<file path="config.mk">
export PLATFORM = sky130hd
export DESIGN_NAME = f12ccw_lba
export DESIGN_NICKNAME = d
export VERILOG_FILES = /design/src/design/f12ccw_pkg.sv /design/src/design/f12ccw_lba.sv
export SDC_FILE = /design/constraint.sdc
export NUM_CORES = 1
export LEC_CHECK = 0
export BUFFER_PORTS_ARGS = -buffer_cell sky130_fd_sc_hd__buf_2
export CORE_UTILIZATION = 50
export DETAILED_ROUTE_END_ITERATION = 16
export GPL_TIMING_DRIVEN = 1
export PLACE_DENSITY = 0.82
export SLEW_MARGIN = 20
export SYNTH_ARGS = -nofsm -noshare
export SYNTH_HDL_FRONTEND = slang
export SYNTH_SLANG_ARGS = --single-unit
</file>
<file path="constraint.sdc">
create_clock -name clk_i -period 2.4 [get_ports clk_i]
set_input_delay 0.12 -clock clk_i [delete_from_list [all_inputs] [get_ports clk_i]]
set_output_delay 0.12 -clock clk_i [all_outputs]
set_load 0.01 [all_outputs]
</file>
<file path="src/design/f12ccw_pkg.sv">
// Shared types, constants and register indexes of the FAT12 cluster chain walker.
`timescale 1ns / 1ps
package f12ccw_pkg;

  // FAT store size in bytes; the store is split into an even and an odd byte bank
  localparam int unsigned FatBytes  = 8192;
  localparam int unsigned FatAw     = $clog2(FatBytes);
  localparam int unsigned BankDepth = FatBytes / 2;
  localparam int unsigned BankAw    = FatAw - 1;

  // Commands
  localparam logic [1:0] CmdWrite   = 2'd0;
  localparam logic [1:0] CmdStart   = 2'd1;
  localparam logic [1:0] CmdAdvance = 2'd2;

  // Result status codes
  localparam logic [1:0] StOk      = 2'd0;
  localparam logic [1:0] StEnd     = 2'd1;
  localparam logic [1:0] StInvalid = 2'd2;

  // Configuration register indexes
  localparam logic [2:0] CfgHidden     = 3'd0;
  localparam logic [2:0] CfgReserved   = 3'd1;
  localparam logic [2:0] CfgFatCount   = 3'd2;
  localparam logic [2:0] CfgFatSectors = 3'd3;
  localparam logic [2:0] CfgRootEnt    = 3'd4;
  localparam logic [2:0] CfgSecLog2    = 3'd5;
  localparam logic [2:0] CfgSecPerClus = 3'd6;

  // FAT12 entry values
  localparam logic [11:0] EntryLastData = 12'hFEF;
  localparam logic [11:0] FirstCluster  = 12'd2;

  typedef struct packed {
    logic [31:0] hidden_sectors;
    logic [15:0] reserved_sectors;
    logic [2:0]  fat_count;
    logic [15:0] fat_sectors;
    logic [15:0] root_entries;
    logic [3:0]  sector_size_log2;
    logic [7:0]  sectors_per_cluster;
  } cfg_t;

  typedef struct packed {
    logic        vld;
    logic [11:0] cluster;
  } lba_req_t;

  typedef struct packed {
    logic        vld;
    logic [31:0] lba;
  } lba_rsp_t;

endpackage

</file>
<file path="src/design/f12ccw_lba.sv">
// Two-step sector address unit: first data sector plus cluster offset.
`timescale 1ns / 1ps
module f12ccw_lba (
  input  logic                 clk_i,
  input  logic                 rst_ni,
  input  f12ccw_pkg::cfg_t     cfg_i,
  input  f12ccw_pkg::lba_req_t req_i,
  output f12ccw_pkg::lba_rsp_t rsp_o
);
  import f12ccw_pkg::*;

  logic [18:0] fat_prod;
  logic [20:0] root_bytes;
  logic [20:0] root_secs;
  logic [11:0] rel_clus;
  logic [31:0] first_d, first_q;
  logic [19:0] rel_d, rel_q;
  logic        vld_q;

  always_comb begin
    fat_prod   = 19'(cfg_i.fat_count) * 19'(cfg_i.fat_sectors);
    root_bytes = {cfg_i.root_entries, 5'b0};
    root_secs  = root_bytes >> cfg_i.sector_size_log2;
    first_d    = cfg_i.hidden_sectors + 32'(cfg_i.reserved_sectors)
               + 32'(fat_prod) + 32'(root_secs);
    // cluster minus two wraps within 12 bits
    rel_clus   = req_i.cluster - FirstCluster;
    rel_d      = 20'(rel_clus) * 20'(cfg_i.sectors_per_cluster);
  end

  always_ff @(posedge clk_i or negedge rst_ni) begin
    if (!rst_ni) begin
      vld_q <= 1'b0;
    end else begin
      vld_q <= req_i.vld;
    end
  end

  always_ff @(posedge clk_i) begin
    first_q <= first_d;
    rel_q   <= rel_d;
  end

  assign rsp_o.vld = vld_q;
  assign rsp_o.lba = first_q + 32'(rel_q);

endmodule

</file>
==> out/metrics.yaml, run 1 <==
clocking:
  cts_buffers: 5
  cts_htree_levels: 2
  clockRootBuffer: "clkbuf_16"
  cts.sinks: 53
  cts_buffer_depth: 2
logic_synthesis:
  avgSynthCellArea_sq_um: 8.75
  seq_area_frac_synth_pct: 11.5
  synth_common_cells: "inv_1 (146), fa_1 (126), nand2_1 (101)"
  synth_enable_flop_cells: 0
  ys_ff_latch: 53
  yosysWarnings: 0
  synth_flop_cell: "dfxtp_1"
  async_reset_ff_share_pct: 1.89
  yosysMostFrequentCell: "inv_1"
  syn_inst: 1055
  synth_top_area_cell: "fa_1"
  synth.distinct_cells: 70
  post-synth-top-area-fraction_pct: 27.3
  synth_area_sq_um: 9230
  synth_area_leaders: "fa_1 (27%), ha_1 (13%), dfxtp_1 (11%), inv_1 (5.9%), nand2_1 (4.1%)"
  synthesis.nets: 1385
outcome:
  failing_step: "5_1_grt"
  stop_error: "[ERROR GRT-0232] Routing congestion too high. Check the congestion heatmap in the GUI."
  status: "aborted with a tool error"
grt:
  grt_max_degree: 17
  grt.overflow.total: 3
  grtUsageTotal_pct: 68.2
die:
  io_pins: 143
  die_w_um: 138
  rows: 49
  die_h_um: 138
  start_util_pct: 51.2
sta:
  postGrtWorstEndpoint: "rel_q[16]$_DFF_P_/D"
  endpoint_type: "register data pin"
place:
  post-dp-hpwl_um: 21500
  routabilityCongestion: 0.925
  dp.cells: 1606
  place_ws_ns: -2.46
  io_buffer_count: 142
## cells by family after synthesis
family	after synthesis	synth area share, %
and+or+nand+nor	322	17.8
buffers and inverters	176	7.26
DFF	53	11.5
AOI/OAI and AO/OA	188	13.8
xor gates and xnor gates	75	7.12
muxes	21	2.34
adders and majority gates	220	40.1
## timing repair
item                       4_1_cts
gates cloned                     1
pin swaps                      192
gates resized for setup        282
setup buffers                   54
setup endpoints to repair       71
hold buffers                     2
hold endpoints to repair         2
## per-stage QoR
step	util (%)	instance area, sq um
after global placement	67.0	12100
after floorplan	-	9670
after CTS	76.9	13900
after detailed placement	67.0	12100
## per-layer routing
layer / global-route usage (%) / overflow
met3: 57.8 / 0
met4: 57.1 / 0
met2: 83.7 / 2
met1: 68.7 / 1
met5: 39.4 / 0
==> inputs of run 2 (changes only) <==
--- a/config.mk
+++ b/config.mk
@@ -6,10 +6,10 @@
 export NUM_CORES = 1
 export LEC_CHECK = 0
 export BUFFER_PORTS_ARGS = -buffer_cell sky130_fd_sc_hd__buf_2
-export CORE_UTILIZATION = 50
+export CORE_UTILIZATION = 35
 export DETAILED_ROUTE_END_ITERATION = 16
 export GPL_TIMING_DRIVEN = 1
-export PLACE_DENSITY = 0.82
+export PLACE_DENSITY_LB_ADDON = 0.15
 export SLEW_MARGIN = 20
 export SYNTH_ARGS = -nofsm -noshare
 export SYNTH_HDL_FRONTEND = slang
==> run 2 against run 1 <==
- the flow now finishes, with violations (negative setup slack)
- area after synthesis unchanged
- synthesized cell count unchanged
==> out/metrics.yaml, run 2 <==
final_layout:
  regMostFlops: "first_q"
  syn2layout_area_growth_pct: 59.1
  largest_registers: "first_q: 32 flops, rel_q: 20 flops, vld_q: 1 flops"
  largest_reg_flops: 32
  diodes: 0
  final_cell_mix: "buf_4 (228), buf_2 (135), inv_1 (121)"
  num-nets-final: 1800
  layout_commonest_cell: "buf_4"
  fin_util_pct: 56.5
  final_layout_size_suffix_gt1_share_pct: 49.0
die:
  core_sq_um: 26000
  die_h_um: 164
  start_util_pct: 35.5
  rows: 59
  die_w_um: 164
  dieArea_sq_um: 27000
  io_pins: 143
logic_synthesis:
  synthSimpleGateAreaFrac_pct: 17.8
  post-synth-top-area-fraction_pct: 27.3
  synthAdderAreaFrac_pct: 40.1
  yosysWarnings: 0
  ys_ff_latch: 53
  synth.distinct_cells: 70
  synth_area_leaders: "fa_1 (27%), ha_1 (13%), dfxtp_1 (11%), inv_1 (5.9%), nand2_1 (4.1%)"
  synth_flop_cell: "dfxtp_1"
  async_reset_ff_share_pct: 1.89
  avgSynthCellArea_sq_um: 8.75
  seq_area_frac_synth_pct: 11.5
  synth_common_cells: "inv_1 (146), fa_1 (126), nand2_1 (101)"
  synth_area_sq_um: 9230
  syn_inst: 1055
  synth_xor_xnor_area_share_pct: 7.12
  synth_top_area_cell: "fa_1"
  yosysMostFrequentCell: "inv_1"
  synth.mux.area_fraction_pct: 2.34
  synth_top_family_by_area: "adder cells"
  synth_enable_flop_cells: 0
  synth_compound_area_share_pct: 13.8
  synthesis.nets: 1385
setup_path:
  worstPathMaxFanout: 5
  path_class: "in2reg"
  worstPathArrival_ns: 4.64
  start_kind: "input port"
  required_ns: 2.64
  critPathCaptureType: "flip-flop"
grt:
  grt_max_degree: 18
  antenna_found_initial: 0
  grtUsageTotal_pct: 20.0
  grt.overflow.total: 0
  grt_pass1_vias: 8945
  grt_pass1_wl_um: 43300
pwr:
  power.leakage_nw: 7.02
  switching_share_pct: 45.0
  p_seq_share_pct: 7.9
  netSwitchingPower_mw: 8.89
  powerDensity_nw_per_um2: 1350
  ir_worst_vdd_mv: 0.997
  power_frac_clock_pct: 4.2
  pwr-share-comb_pct: 87.8
  p_int_mw: 10.9
sta:
  slew_viol_final: 0
  max-slew-margin-rel_pct: 56.8
  fmax_ghz: 0.227
  fin_crit_ns: 4.41
  hold_violations: 0
  finalSetupViolations: 68
  finalCritPeriodShare_pct: 184
  fin_setup_tns_ns: -74.89
  setup_slack_ns: -2.01
  hold_slack_ns: 0.0214
  rsz0062_at_grt: "yes"
  worstMarginPinSlew_ns: 0.641
clocking:
  cts_htree_levels: 2
  cts_buffer_depth: 2
  clockRootBuffer: "clkbuf_16"
  cts_tree: "done"
  cts_buffers: 5
  cts.sinks: 53
  clkTransAtPathRegs_ns: 0.07
hold_path:
  min_path_type: "in2reg"
  min-delay-start: "cfg_i[93]"
  hold_depth: 2
  worstHoldEndpoint: "first_q[30]"
routing:
  viasPerCell: 4.82
  drt_first_pass_iters: 4
  met2_length_um: 12600
  drt_iter0_markers: 313
  dr_total_vias: 8701
  maxUsedRoutingLayer: "met4"
  totalWireLength_um: 26600
  met3_length_um: 709
  drc: 0
  ant_nets: 0
  met1_length_um: 13100
  wl_per_cell_um: 14.7
job:
  drv_cap: 0
place:
  io_buffer_count: 142
  routabilityCongestion: 0.857
  post-dp-hpwl_um: 21400
outcome:
  status: "finished with violations"
  violations: "negative setup slack"
## run 2: cell counts after synthesis
No cell type changed its count.
## run 2: critical path, stage by stage
cell	delay [ns]
buf_8	0.11
nor2_4	0.11
nand3b_1	0.11
or3_4	0.38
xor2_4	0.22
nand2b_4	0.16
fa_1	0.40
inv_1	0.08
fa_2	0.44
fa_1	0.52
inv_1	0.06
fa_1	0.53
inv_1	0.04
ha_2	0.18
a21o_1	0.15
a21o_1	0.18
a21oi_2	0.21
o21ai_2	0.08
or4b_1	0.47
nand4b_1	0.10
## run 2: power by group through the flow
stage          clock, mW  combinational [mW]  sequential [mW]
6_report           0.837                17.4             1.57
3_5_place_dp           0                13.0             1.50
4_1_cts            0.854                15.8             1.54
3_3_place_gp           0                12.9             1.49
5_1_grt            0.890                19.0             1.60
2_1_floorplan          0                7.94             1.43
## run 2: worst max-delay path by stage
| stage | depth (start not counted) | startpoint | endpoint | slack (ns) |
|---|---|---|---|---|
| floorplan | 20 | req_i[1] | rel_q[16] | -2.23 |
| global placement | 18 | req_i[3] | rel_q[16] | -2.39 |
| detailed placement | 18 | req_i[3] | rel_q[16] | -2.44 |
| CTS | 19 | req_i[6] | rel_q[16] | -2.00 |
| global route | 19 | req_i[6] | rel_q[16] | -2.19 |
| finish | 20 | req_i[2] | rel_q[16] | -2.01 |
## run 2: cell type report
| class | instances | area, sq um |
|---|---|---|
| Clock buffer | 5 | 125 |
| Clock inverter | 3 | 46.3 |
| Fill cell | 2312 | 11300 |
| Inverter | 147 | 569 |
| Multi-Input combinational cell | 826 | 9150 |
| Sequential cell | 53 | 1080 |
| Tap cell | 335 | 419 |
| Timing Repair Buffer | 437 | 3290 |
## run 2: cell families after synthesis
logic type,Yosys count
DFF,53
AOI/OAI and AO/OA,188
muxes,21
xor gates and xnor gates,75
adders and majority gates,220
and+or+nand+nor,322
buffers and inverters,176
## run 2: metrics by stage
stage	cells	area [sq um]	setup WS (ns)	power, mW
3_5_place_dp	1735	12400	-2.44	14.5
6_report	1806	14700	-2.01	19.8
4_1_cts	1787	14000	-2.00	18.2
5_1_grt	1806	14700	-2.19	21.5
2_1_floorplan	1055	9670	-2.23	9.37
3_3_place_gp	1735	12400	-2.39	14.4
## run 2: metal layers
metal | vias up | track usage, %
met3 | 14 | 1.66
met4 | 0 | 1.75
met5 | - | 0
met2 | 118 | 33.0
li1 | 4292 | -
met1 | 4277 | 29.3
## run 2: repair_timing
item	CTS	global route
hold buffers	3	0
pin swaps	156	80
setup buffers	46	30
endpoints found under the setup margin	73	73
hold endpoints to repair	3	0
resized for setup	255	121
No activity file was read; power rests on OpenSTA's default activity.
==> inputs of run 3 (changes only) <==
--- a/config.mk
+++ b/config.mk
@@ -5,6 +5,7 @@
 export SDC_FILE = /design/constraint.sdc
 export NUM_CORES = 1
 export LEC_CHECK = 0
+export ABC_AREA = 1
 export BUFFER_PORTS_ARGS = -buffer_cell sky130_fd_sc_hd__buf_2
 export CORE_UTILIZATION = 35
 export DETAILED_ROUTE_END_ITERATION = 16
==> run 3 against run 2 <==
- routed wire length up 16%
- core utilization down 5.8 points
- combinational power down 3%
- sequential power down 3%
- die area up 18%
- flip-flop and latch count unchanged
- clock power down 16%
- the flow still finishes with violations (negative setup slack)
- final area up 5.6%
- cell count up 33%
==> out/metrics.yaml, run 3 <==
outcome:
  status: "finished with violations"
  violations: "negative setup slack"
logic_synthesis:
  syn_inst: 1676
  synth_flop_cell: "dfxtp_1"
  post-synth-top-area-fraction_pct: 23.2
  avgSynthCellArea_sq_um: 6.50
  synth_common_cells: "nand2_1 (575), inv_1 (352), nor2_1 (146)"
  synth_area_leaders: "fa_1 (23%), nand2_1 (20%), inv_1 (12%), ha_1 (11%), dfxtp_1 (9.6%)"
  seq_area_frac_synth_pct: 9.79
  async_reset_ff_share_pct: 1.89
  synth_enable_flop_cells: 0
  synth.distinct_cells: 47
  yosysMostFrequentCell: "nand2_1"
  yosysWarnings: 0
  ys_ff_latch: 53
  synthesis.nets: 2006
  synth_top_area_cell: "fa_1"
  synth_area_sq_um: 10900
routing:
  totalWireLength_um: 30800
  drt_first_pass_iters: 5
  drc: 0
  ant_nets: 0
  dr_total_vias: 10888
  drt_iter0_markers: 435
  viasPerCell: 4.52
  wl_per_cell_um: 12.8
final_layout:
  diodes: 0
  largest_registers: "first_q: 32 flops, rel_q: 20 flops, vld_q: 1 flops"
  num-nets-final: 2342
  largest_reg_flops: 32
  syn2layout_area_growth_pct: 42.3
  n_fill_cell: 3093
  regMostFlops: "first_q"
  postLayoutCellArea_sq_um: 15500
  final_layout_size_suffix_gt1_share_pct: 35.3
  layout_commonest_cell: "nand2_1"
  final_cell_mix: "nand2_1 (463), inv_1 (322), buf_4 (174)"
setup_path:
  critPathTopFamily: "adder cells"
  cp_num_buf_inv: 7
  critPathCaptureType: "flip-flop"
  slowest_delay_ns: 0.54
  path_class: "in2reg"
  cp_slowest_cell: "fa_1"
  worstPathMaxFanout: 4
  required_ns: 2.59
  cpMostUsedCell: "nand2_1"
  start_kind: "input port"
  worstPathArrival_ns: 4.15
sta:
  max-slew-margin-rel_pct: 78.0
  finalCritPeriodShare_pct: 165
  fin_crit_ns: 3.97
  hold_violations: 0
  worstMarginPinSlew_ns: 0.328
  fmax_ghz: 0.252
  rsz0062_at_grt: "yes"
  slew_viol_final: 0
  setup_slack_ns: -1.57
  finalSetupViolations: 46
die:
  die_w_um: 178
  io_pins: 143
  core_sq_um: 30600
  rows: 64
  start_util_pct: 35.6
  die_h_um: 178
  dieArea_sq_um: 31800
pwr:
  ir_worst_vdd_mv: 0.632
  powerDensity_nw_per_um2: 1230
  total_power_mw: 19.1
  power.leakage_nw: 8.61
clocking:
  cts_buffer_depth: 2
  cts_buffers: 5
  cts_tree: "done"
  cts.sinks: 53
  cts_htree_levels: 2
  clockRootBuffer: "clkbuf_16"
  clkTransAtPathRegs_ns: 0.07
grt:
  grt_pass1_vias: 10660
  grt_pass1_wl_um: 50000
  grtUsageTotal_pct: 19.5
  grt.overflow.total: 0
  antenna_found_initial: 2
  grt_max_degree: 21
hold_path:
  min_path_type: "in2reg"
place:
  post-dp-hpwl_um: 27000
  io_buffer_count: 142
  post_dp_cell_area_sq_um: 13800
  routabilityCongestion: 0.870
job:
  drv_cap: 0
[run 3: changes by cell type in the layout (fill, tap and decap cells not counted), sizes merged, moves of 56 or more]
cell,previous run,this run
buf,434,346
inv,145,362
nand2,101,583
nand3,11,94
nor2,48,161
nor2b,56,0
[run 3: power by group]
group | total [mW] | switching (mW) | internal (mW) | leakage, nW
Combinational | 16.9 | 9.44 | 7.45 | 8.09
Clock | 0.706 | 0.316 | 0.389 | 0.0712
Sequential | 1.53 | 0.208 | 1.32 | 0.450
Total | 19.1 | 9.96 | 9.16 | 8.61
[run 3: final cells by class]
class                           instances  area [sq um]  share of cell area, %
Multi-Input combinational cell       1238          9920                   64.0
Timing Repair Buffer                  348          2460                   15.8
Inverter                              365          1400                   9.05
Sequential cell                        53          1070                   6.90
Tap cell                              396           495                   3.20
Clock buffer                            6           129                  0.832
Clock inverter                          2          13.8                 0.0888
Timing Repair inverter                  1          8.76                 0.0565
[run 3: logic make-up (layout without fill, tap and decap cells)]
family	Yosys count	after routing	synth area share (%)
and+or+nand+nor	885	885	33.7
buffers and inverters	385	722	13.7
adders and majority gates	220	220	34.0
AOI/OAI and AO/OA	87	87	4.55
DFF	53	53	9.79
xor gates and xnor gates	42	42	3.96
muxes	4	4	0.368
[run 3: routing by layer]
| metal | wire, um | up-vias | track usage [%] |
|---|---|---|---|
| met5 | 13 | - | 0 |
| met4 | 340 | 2 | 3.28 |
| met3 | 1080 | 21 | 1.85 |
| met2 | 14300 | 194 | 32.2 |
| met1 | 15200 | 4996 | 27.8 |
| li1 | - | 5675 | - |
[run 3: path summary, 6_finish.rpt]
kind	from	endpoint	slack (ns)	cells past startpoint
worst max-delay path	req_i[2]	rel_q[19]	-1.57	26
worst min-delay path	cfg_i[94]	first_q[31]	0.07	3
max in group asynchronous	rst_ni	vld_q	2.19	2
min in group asynchronous	rst_ni	vld_q	0.13	2
[run 3: timing repair]
action,CTS,global route
endpoints found under the hold margin,2,0
pin swaps,106,115
setup buffers,17,20
cloned,1,1
setup endpoints to repair,54,57
gates resized for setup,177,175
hold buffers,2,0
[run 3: metrics by stage]
step	std cells	TNS [ns]	hold slack (ns)	utilization, %	setup slack (ns)
CTS	2397	-51.94	0.0615	48.3	-1.55
floorplan	1676	-54.94	-0.176	-	-1.83
global placement	2371	-75.14	-0.106	45.1	-1.99
finish	2409	-51.70	0.0689	50.7	-1.57
global route	2409	-58.14	0.0888	50.7	-1.76
detailed placement	2371	-76.16	-0.104	45.1	-2.04
==> inputs of run 4 (changes only) <==
--- a/config.mk
+++ b/config.mk
@@ -9,8 +9,9 @@
 export BUFFER_PORTS_ARGS = -buffer_cell sky130_fd_sc_hd__buf_2
 export CORE_UTILIZATION = 35
 export DETAILED_ROUTE_END_ITERATION = 16
-export GPL_TIMING_DRIVEN = 1
+export GPL_TIMING_DRIVEN = 0
 export PLACE_DENSITY_LB_ADDON = 0.15
+export RECOVER_POWER = 100
 export SLEW_MARGIN = 20
 export SYNTH_ARGS = -nofsm -noshare
 export SYNTH_HDL_FRONTEND = slang
==> constraint.sdc (replaced) <==
create_clock -name clk_i -period 3.7 [get_ports clk_i]
set_input_delay 0.185 -clock clk_i [delete_from_list [all_inputs] [get_ports clk_i]]
set_output_delay 0.185 -clock clk_i [all_outputs]
set_load 0.01 [all_outputs]
==> run 4 against run 3 <==
- the flow still finishes with violations (negative setup slack)
- sequential share of layout area up 0.59 points
- final area down 8.2%
- sequential power down 37%
- critical path depth down 1
==> out/metrics.yaml, run 4 (synthesis gave the netlist of run 3 again) <==
outcome:
  status: "finished with violations"
  violations: "negative setup slack"
clocking:
  clockRootBuffer: "clkbuf_16"
  cts_buffers: 5
  cts_buffer_depth: 2
  clkTransAtPathRegs_ns: 0.06
  cts.sinks: 53
  cts_htree_levels: 2
  cts_tree: "done"
hold_path:
  min_path_type: "in2reg"
  min-delay-start: "cfg_i[93]"
  hold_depth: 3
  worstHoldEndpoint: "first_q[30]"
final_layout:
  n_fill_cell: 3153
  largest_registers: "first_q: 32 flops, rel_q: 20 flops, vld_q: 1 flops"
  regMostFlops: "first_q"
  largest_reg_flops: 32
  layout_commonest_cell: "nand2_1"
  final_layout_size_suffix_gt1_share_pct: 26.8
  multi_input_area_sq_um: 9660
  final_cell_mix: "nand2_1 (490), inv_1 (325), nor2_1 (126)"
  num-nets-final: 2214
  ff_latch_area_sq_um: 1070
  diodes: 0
  syn2layout_area_growth_pct: 30.6
routing:
  viasPerCell: 4.63
  dr_total_vias: 10570
  wl_per_cell_um: 13.3
  drt_iter0_markers: 431
  drt_first_pass_iters: 6
  drc: 0
  totalWireLength_um: 30300
  ant_nets: 0
setup_path:
  critPathCaptureType: "flip-flop"
  cp_slowest_cell: "fa_1"
  start_kind: "input port"
  required_ns: 3.87
  worstPathArrival_ns: 4.28
  cpMostUsedCell: "nand2_1"
  crit_cells: 25
  cp_num_buf_inv: 6
  worstPathMaxFanout: 3
  critPathTopFamily: "adder cells"
  path_class: "in2reg"
  slowest_delay_ns: 0.59
grt:
  grtUsageTotal_pct: 18.8
  grt.overflow.total: 0
  grt_max_degree: 16
  antenna_found_initial: 1
  grt_pass1_wl_um: 48000
  grt_pass1_vias: 10046
sta:
  rsz0062_at_grt: "yes"
  fmax_ghz: 0.244
  max-slew-margin-rel_pct: 66.1
  finalSetupViolations: 15
  hold_violations: 0
  fin_setup_tns_ns: -3.53
  worstMarginPinSlew_ns: 0.509
  slew_viol_final: 0
  fin_crit_ns: 4.11
  finalCritPeriodShare_pct: 111
  setup_slack_ns: -0.407
die:
  core_sq_um: 30600
  io_pins: 143
  start_util_pct: 35.6
  rows: 64
  die_w_um: 178
  dieArea_sq_um: 31800
  die_h_um: 178
pwr:
  ir_worst_vdd_mv: 0.434
  total_power_mw: 11.3
  power.leakage_nw: 7.84
  powerDensity_nw_per_um2: 795
place:
  io_buffer_count: 135
  post-dp-hpwl_um: 25800
  routabilityCongestion: 0.925
job:
  drv_cap: 0
run 4: changes by cell type in the layout (fill, tap and decap cells not counted), sizes merged:
cell / delta
buf: -152
clkbuf: +25
clkinv: +3
inv: -4
run 4: routing by layer:
layer	GRT usage [%]	part of all wire, %
met1	26.8	48
met2	31.2	46
met3	1.85	4.2
met4	3.14	1.4
met5	0	0.033
run 4: timing repair:
item / CTS / global route
hold buffers: 2 / 0
gates resized for setup: 121 / 219
cloned: 0 / 2
endpoints found under the setup margin: 36 / 36
hold endpoints to repair: 2 / 0
buffers inserted: 35 / 29
pin swaps: 70 / 114
run 4: power by group:
group	switching, mW	total (mW)	internal (mW)	leakage (nW)
clock	0.185	0.434	0.248	0.0706
sequential	0.105	0.958	0.853	0.450
combinational	5.81	9.91	4.11	7.32
run 4: worst max-delay path by stage:
stage                            to  startpoint  slack [ns]
after global placement    rel_q[19]    req_i[2]       -1.07
final                     rel_q[19]    req_i[1]       -0.41
after detailed placement  rel_q[18]    req_i[1]       -1.11
after floorplan           rel_q[16]    req_i[1]       -0.60
after global routing      rel_q[19]    req_i[1]       -0.58
after CTS                 rel_q[16]    req_i[2]       -0.36
run 4: cell type report:
cell class	count	area share (%)
tap	396	3.48
multi-input combinational	1238	67.9
clock inverter	2	0.0704
timing repair buffer	202	9.01
inverter	365	9.99
buffer	19	1.15
clock buffer	6	0.906
sequential	53	7.49
run 4: stage by stage:
step	hold WS (ns)	instances	instance area (sq um)	setup WS, ns	util, %
floorplan	-0.111	1676	11100	-0.595	-
detailed placement	-0.0396	2207	12300	-1.11	40.1
global route	0.187	2281	14200	-0.579	46.5
global placement	-0.0397	2207	12300	-1.07	40.1
CTS	0.158	2251	13100	-0.363	43.0
finish	0.175	2281	14200	-0.407	46.5
